==> src/hdl/vsau_pkg.sv <==
`timescale 1ns / 1ps
// ----------------------------------------------------------------------------
// vsau_pkg
// Shared types and codes of the video scroll address unit: event kinds,
// register numbers, the input and result words and the scroll state.
// ----------------------------------------------------------------------------
package vsau_pkg;

  localparam int AddrW = 15;
  localparam int BusW  = 14;

  // Event kinds
  localparam logic [2:0] KIND_REG_WR  = 3'd0;
  localparam logic [2:0] KIND_REG_RD  = 3'd1;
  localparam logic [2:0] KIND_CX_STEP = 3'd2;
  localparam logic [2:0] KIND_Y_STEP  = 3'd3;
  localparam logic [2:0] KIND_COPY_X  = 3'd4;
  localparam logic [2:0] KIND_COPY_Y  = 3'd5;

  // Register numbers within the window
  localparam logic [2:0] REG_CTRL   = 3'd0;
  localparam logic [2:0] REG_MASK   = 3'd1;
  localparam logic [2:0] REG_STATUS = 3'd2;
  localparam logic [2:0] REG_SCROLL = 3'd5;
  localparam logic [2:0] REG_ADDR   = 3'd6;
  localparam logic [2:0] REG_DATA   = 3'd7;

  // Last visible line and pre-render line
  localparam logic [8:0] LAST_VIS_LINE = 9'd239;
  localparam logic [8:0] PRE_LINE      = 9'd261;

  // Coarse y wrap points
  localparam logic [4:0] CY_LAST_ROW = 5'd29;
  localparam logic [4:0] CY_MAX      = 5'd31;

  typedef struct packed {
    logic [2:0] kind;
    logic [2:0] reg_req;
    logic [7:0] data;
    logic [8:0] scanline;
  } in_item_t;

  typedef struct packed {
    logic [AddrW-1:0] vram_addr;
    logic [AddrW-1:0] temp_addr_out;
    logic [BusW-1:0]  bus_addr;
    logic [2:0]       fine_x;
    logic             write_toggle;
  } out_item_t;

  typedef struct packed {
    logic [AddrW-1:0] cur;
    logic [AddrW-1:0] tmp;
    logic [2:0]       fine;
    logic             tog;
    logic             inc32;
    logic             ren;
  } scroll_state_t;

endpackage

==> src/hdl/vsau_step.sv <==
`timescale 1ns / 1ps
// ----------------------------------------------------------------------------
// vsau_step
// Next-state logic: applies one event to the scroll state and forms the
// result word.
// ----------------------------------------------------------------------------
module vsau_step (
  input  vsau_pkg::in_item_t      item,
  input  vsau_pkg::scroll_state_t st,
  output vsau_pkg::scroll_state_t st_nxt,
  output vsau_pkg::out_item_t     res
);
  import vsau_pkg::*;

  function automatic logic [AddrW-1:0] coarse_x_step(input logic [AddrW-1:0] a);
    logic [AddrW-1:0] r;
    begin
      if (a[4:0] == CY_MAX) begin
        r = {a[14:11], ~a[10], a[9:5], 5'd0};
      end else begin
        r = {a[14:5], a[4:0] + 5'd1};
      end
      return r;
    end
  endfunction

  function automatic logic [AddrW-1:0] y_step(input logic [AddrW-1:0] a);
    logic [AddrW-1:0] r;
    begin
      if (a[14:12] != 3'd7) begin
        r = {a[14:12] + 3'd1, a[11:0]};
      end else if (a[9:5] == CY_LAST_ROW) begin
        r = {3'd0, ~a[11], a[10], 5'd0, a[4:0]};
      end else if (a[9:5] == CY_MAX) begin
        r = {3'd0, a[11:10], 5'd0, a[4:0]};
      end else begin
        r = {3'd0, a[11:10], a[9:5] + 5'd1, a[4:0]};
      end
      return r;
    end
  endfunction

  logic             render_line;
  logic [AddrW-1:0] inc_addr;
  logic [AddrW-1:0] tmp_lo;

  assign render_line = (item.scanline <= LAST_VIS_LINE) || (item.scanline == PRE_LINE);
  assign tmp_lo      = {st.tmp[14:8], item.data};

  always_comb begin
    if (st.ren && render_line) begin
      inc_addr = y_step(coarse_x_step(st.cur));
    end else if (st.inc32) begin
      inc_addr = st.cur + AddrW'(32);
    end else begin
      inc_addr = st.cur + AddrW'(1);
    end
  end

  always_comb begin
    st_nxt = st;
    case (item.kind)
      KIND_REG_WR: begin
        case (item.reg_req)
          REG_CTRL: begin
            st_nxt.tmp[11:10] = item.data[1:0];
            st_nxt.inc32      = item.data[2];
          end
          REG_MASK: st_nxt.ren = item.data[3] | item.data[4];
          REG_SCROLL: begin
            if (!st.tog) begin
              st_nxt.fine     = item.data[2:0];
              st_nxt.tmp[4:0] = item.data[7:3];
            end else begin
              st_nxt.tmp[14:12] = item.data[2:0];
              st_nxt.tmp[9:5]   = item.data[7:3];
            end
            st_nxt.tog = ~st.tog;
          end
          REG_ADDR: begin
            if (!st.tog) begin
              st_nxt.tmp = {1'b0, item.data[5:0], st.tmp[7:0]};
            end else begin
              st_nxt.tmp = tmp_lo;
              st_nxt.cur = tmp_lo;
            end
            st_nxt.tog = ~st.tog;
          end
          REG_DATA: st_nxt.cur = inc_addr;
          default: ;
        endcase
      end
      KIND_REG_RD: begin
        case (item.reg_req)
          REG_STATUS: st_nxt.tog = 1'b0;
          REG_DATA:   st_nxt.cur = inc_addr;
          default: ;
        endcase
      end
      KIND_CX_STEP: st_nxt.cur = coarse_x_step(st.cur);
      KIND_Y_STEP:  st_nxt.cur = y_step(st.cur);
      // horizontal bits: nametable x and coarse x
      KIND_COPY_X: st_nxt.cur = {st.cur[14:11], st.tmp[10], st.cur[9:5], st.tmp[4:0]};
      // vertical bits: fine y, nametable y and coarse y
      KIND_COPY_Y: st_nxt.cur = {st.tmp[14:11], st.cur[10], st.tmp[9:5], st.cur[4:0]};
      default: ;
    endcase
  end

  always_comb begin
    res.vram_addr     = st_nxt.cur;
    res.temp_addr_out = st_nxt.tmp;
    res.bus_addr      = st.cur[BusW-1:0];
    res.fine_x        = st_nxt.fine;
    res.write_toggle  = st_nxt.tog;
  end

endmodule

==> src/hdl/video_scroll_address_unit.sv <==
`timescale 1ns / 1ps
// ----------------------------------------------------------------------------
// video_scroll_address_unit
// Current/temporary address and scroll registers of a tile-based picture
// processor, driven by bus register accesses and render ticks.
// ----------------------------------------------------------------------------
// Path: input register, then result register. The scroll state update is
//   one combinational pass from the input register to the state and result
//   regs. Throughput: one word per cycle unless the result side stalls.
// Reset: synchronous, active low; clears both stage valids and all scroll
//   state (addresses, fine x, toggle, increment size, render enable).
module video_scroll_address_unit (
  input  logic                clk,
  input  logic                rst_n,
  input  logic                in_valid,
  output logic                in_stall,
  input  vsau_pkg::in_item_t  in_word,
  output logic                out_valid,
  input  logic                out_stall,
  output vsau_pkg::out_item_t out_word
);
  import vsau_pkg::*;

  logic          in_valid_r;
  in_item_t      in_word_r;
  logic          out_valid_r;
  out_item_t     out_word_r;
  scroll_state_t st_r;
  scroll_state_t st_nxt;
  out_item_t     res;
  logic          advance;

  // move the held word on when the result register is free or being taken
  assign advance  = in_valid_r && (!out_valid_r || !out_stall);
  assign in_stall = in_valid_r && !advance;

  vsau_step u_step (
    .item   (in_word_r),
    .st     (st_r),
    .st_nxt (st_nxt),
    .res    (res)
  );

  always_ff @(posedge clk) begin
    if (!rst_n) begin
      in_valid_r  <= 1'b0;
      out_valid_r <= 1'b0;
      st_r        <= '0;
    end else begin
      if (!in_stall) begin
        in_valid_r <= in_valid;
      end
      if (advance) begin
        out_valid_r <= 1'b1;
        st_r        <= st_nxt;
      end else if (!out_stall) begin
        out_valid_r <= 1'b0;
      end
    end
  end

  always_ff @(posedge clk) begin
    if (!in_stall && in_valid) begin
      in_word_r <= in_word;
    end
    if (advance) begin
      out_word_r <= res;
    end
  end

  assign out_valid = out_valid_r;
  assign out_word  = out_word_r;

endmodule

==> config.mk <==
export PLATFORM = sky130hd
export DESIGN_NAME = video_scroll_address_unit
export DESIGN_NICKNAME = d
export VERILOG_FILES = /design/src/hdl/vsau_pkg.sv /design/src/hdl/vsau_step.sv /design/src/hdl/video_scroll_address_unit.sv
export SDC_FILE = /design/constraint.sdc
export NUM_CORES = 1
export LEC_CHECK = 0
export BUFFER_PORTS_ARGS = -buffer_cell sky130_fd_sc_hd__buf_4
export CAP_MARGIN = 10
export CORE_MARGIN = 2
export CORE_UTILIZATION = 50
export CTS_BUF_LIST = sky130_fd_sc_hd__clkbuf_4
export DETAILED_ROUTE_END_ITERATION = 7
export PLACE_DENSITY_LB_ADDON = 0.1
export SLEW_MARGIN = 15
export SYNTH_ARGS = -nofsm -noshare
export SYNTH_HDL_FRONTEND = slang
export SYNTH_SLANG_ARGS = --single-unit
export TNS_END_PERCENT = 5
==> constraint.sdc <==
create_clock -name clk -period 8.6 [get_ports clk]
set_clock_uncertainty 0.15 [all_clocks]
set_input_delay 0.86 -clock clk [delete_from_list [all_inputs] [get_ports clk]]
set_output_delay 0.86 -clock clk [all_outputs]
set_load 0.02 [all_outputs]
==> insert_results.sql <==
INSERT INTO impl_metrics (metric_group, metric, value, unit) VALUES
('clock_tree', 'cts_hold_buf', '0', ''),
('synthesis', 'postSynth.topFlopCell', 'sky130_fd_sc_hd__edfxtp_1', ''),
('synthesis', 'ys_types', '87', ''),
('clock_tree', 'cts_tree', 'yes', ''),
('worst_setup_path', 'critical_path_class', 'reg2reg', ''),
('placement', 'portBuffers', '76', ''),
('worst_setup_path', 'cp_common_cell', 'sky130_fd_sc_hd__a211oi_1', ''),
('synthesis', 'count_of_flip_flops_with_a_built_in_enable_after_synthesis', '71', ''),
('worst_setup_path', 'startpoint', 'in_word_r[21]', ''),
('clock_tree', 'cts_sinks', '109', ''),
('flow_run', 'max_cap_viol_count', '0', ''),
('timing', 'slew_headroom', '27.4', '%'),
('synthesis', 'synthesis.nets', '646', ''),
('floorplanning', 'dieArea', '0.0129', 'mm^2'),
('floorplanning', 'fp.dieW', '113', 'um'),
('outcome', 'outcome', 'finished clean', ''),
('synthesis', 'mappedNetlistArea', '0.00599', 'mm^2'),
('placement', 'gp_congestion', '0.969', ''),
('power', 'vdd.ir_drop.worst', '118', 'uV'),
('finish', 'multi_input_logic_area', '0.00287', 'mm^2'),
('finish', 'stdcell_count', '807', ''),
('placement', 'post_dp_cell_area', '0.00660', 'mm^2'),
('clock_tree', 'clk_path_buf_depth', '2', ''),
('detailed_routing', 'detail-route-antenna-nets', '0', ''),
('synthesis', 'yosys_register_bits', '109', ''),
('grt', 'total_overflow_reported_by_the_global_router', '0', ''),
('finish', 'layout_fillers', '985', ''),
('finish', 'areaGrowthSynthToFinish', '12.4', '%'),
('clock_tree', 'cts.repair_timing.setup_buffer_count', '0', ''),
('clock_tree', 'clock_latency', '500', 'ps'),
('clock_tree', 'inserted_clock_buffers', '9', ''),
('synthesis', 'syn-mean-instance-area', '9.79', 'um^2'),
('timing', 'finalHoldViolations', '0', ''),
('grt', 'vias_in_the_first_global_route', '4978', ''),
('detailed_routing', 'vias_per_cell', '6.47', ''),
('timing', 'final_total_negative_setup_slack', '0', 'ps'),
('finish', 'insertedDiodeCount', '0', ''),
('floorplanning', 'io-pin-count', '77', ''),
('synthesis', 'synth_sequential_area_ratio', '48.3', '%'),
('floorplanning', 'die_h', '113', 'um'),
('power', 'p_per_area', '150', 'mW/mm^2'),
('detailed_routing', 'routed_wire_length_per_instance', '21.6', 'um'),
('power', 'p_leak', '2.45', 'nW'),
('finish', 'commonest_non_fill_non_tap_cell_in_the_layout', 'sky130_fd_sc_hd__nand2_1', ''),
('timing', 'max_clock_freq', '0.313', 'GHz'),
('synthesis', 'number_of_standard_cells_after_synthesis', '612', ''),
('timing', 'rsz0062_at_grt', 'false', ''),
('timing', 'transition_time_of_the_tightest_slew_check_pin', '1080', 'ps'),
('floorplanning', 'core_area', '0.0116', 'mm^2'),
('worst_setup_path', 'cell_chain_of_the_critical_path', 'nor3_2 > a21oi_1 > a211oi_1 > a21bo_1 > a211oi_1 > nor2_1', ''),
('synthesis', 'yosys_warnings', '0', ''),
('worst_setup_path', 'worst_path_largest_cell_delay', '790', 'ps'),
('power', 'total_power', '0.00101', 'W'),
('finish', 'final_design_area_no_fill', '0.00673', 'mm^2'),
('worst_setup_path', 'start_kind', 'flop', ''),
('grt', 'total_routing_usage_gr', '27.7', '%'),
('finish', 'final_cell_mix', '84 x sky130_fd_sc_hd__nand2_1, 80 x sky130_fd_sc_hd__buf_4, 71 x sky130_fd_sc_hd__edfxtp_1', ''),
('finish', 'final_nets', '694', ''),
('detailed_routing', 'wire_length_reported_by_the_detailed_router', '17400', 'um'),
('placement', 'placed_cells', '792', ''),
('detailed_routing', 'drcViolationCount', '0', ''),
('finish', 'area.sequential', '0.00289', 'mm^2'),
('worst_setup_path', 'worstSetupEndpointType', 'flop', ''),
('clock_tree', 'path_clk_slew', '160', 'ps'),
('timing', 'timing_max_transition_violations_final', '0', ''),
('detailed_routing', 'num_vias', '5220', ''),
('timing', 'period_utilisation_layout', '37.1', '%'),
('finish', 'layout-drive-gt1-share', '18.4', '%'),
('min_path', 'holdCritStartpoint', 'st_r[3]', ''),
('min_path', 'hold_path.class', 'reg2reg', ''),
('worst_setup_path', 'regToRegStartpoint', 'in_word_r[21]', '');
[synth_stat cells, types with 6 or more instances]
cell,instances,area share (%)
sky130_fd_sc_hd__a211oi_1,13,1.6
sky130_fd_sc_hd__a21oi_1,42,3.5
sky130_fd_sc_hd__a22o_1,9,1.3
sky130_fd_sc_hd__a22oi_1,10,1.3
sky130_fd_sc_hd__a31oi_1,7,0.73
sky130_fd_sc_hd__and2_1,6,0.63
sky130_fd_sc_hd__and3_1,8,0.84
sky130_fd_sc_hd__buf_2,7,0.58
sky130_fd_sc_hd__clkbuf_1,31,1.9
sky130_fd_sc_hd__dfxtp_1,38,13
sky130_fd_sc_hd__edfxtp_1,71,36
sky130_fd_sc_hd__ha_1,7,1.5
sky130_fd_sc_hd__inv_1,13,0.81
sky130_fd_sc_hd__mux2i_1,12,2.0
sky130_fd_sc_hd__nand2_1,84,5.3
sky130_fd_sc_hd__nand3_1,11,0.92
sky130_fd_sc_hd__nor2_1,39,2.4
sky130_fd_sc_hd__nor3b_1,7,0.88
sky130_fd_sc_hd__o211ai_1,6,0.75
sky130_fd_sc_hd__o21ai_0,29,2.4
sky130_fd_sc_hd__o21ai_1,9,0.75
[worst max-delay path: cells and delay by family, from the launching register on]
kind	cells	cell delay, ps
compound gates	4	1250
flops	1	790
simple gates	2	770
[power breakdown]
part	switching (W)	leakage (nW)	internal, W
logic	0.0000824	1.38	0.0000538
clock network	0.000164	0.0748	0.0000935
registers	0.0000296	0.996	0.000583
[cell families (layout without fill, tap and decap cells)]
logic type	Yosys count	count (layout)	synth area share (%)
AND/OR/NAND/NOR	212	212	18.6
AO/OA/AOI/OAI	202	202	24.1
flip-flops	109	109	48.3
buffers and inverters	59	111	3.84
multiplexers	16	16	2.76
adder cells (fa/ha/maj)	7	7	1.46
XOR/XNOR	7	7	1.02
[sequential cells by signal (all words and copies together) (netlist names)]
signal      flops
in_valid_r      1
in_word_r      23
out_valid       1
out_word       48
st_r           36
[routing by layer]
| layer | GRT usage (%) | routed length (um) | vias to the layer above |
|---|---|---|---|
| met5 | 0 | 0 | - |
| met4 | 14.1 | 656 | 0 |
| met3 | 3.67 | 1170 | 41 |
| met2 | 43.0 | 7980 | 246 |
| met1 | 38.2 | 7640 | 2503 |
| li1 | - | - | 2430 |
[worst paths after layout]
check | depth (start not counted) | slack, ps | end
min reg2reg | 2 | 320 | st_r[3]
max | 6 | 5410 | out_word[45]
max reg2reg | 6 | 5410 | out_word[45]
min | 2 | 320 | st_r[3]
[per-stage QoR]
step           utilization (%)  setup WS (ps)
2_1_floorplan                -           5030
3_3_place_gp              57.1           5170
3_5_place_dp              57.1           5120
4_1_cts                   58.2           5460
5_1_grt                   58.2           5220
6_report                  58.2           5410
[final cells by class]
type                            instances  share of cell area, %
Clock buffer                           11                   1.23
Sequential cell                       109                   43.0
Tap cell                              143                   2.66
Timing Repair Buffer                   80                   8.92
Multi-Input combinational cell        444                   42.6
Inverter                               16                  0.892
Clock inverter                          4                  0.706
Note: power is estimated with default switching activity, not from simulation.
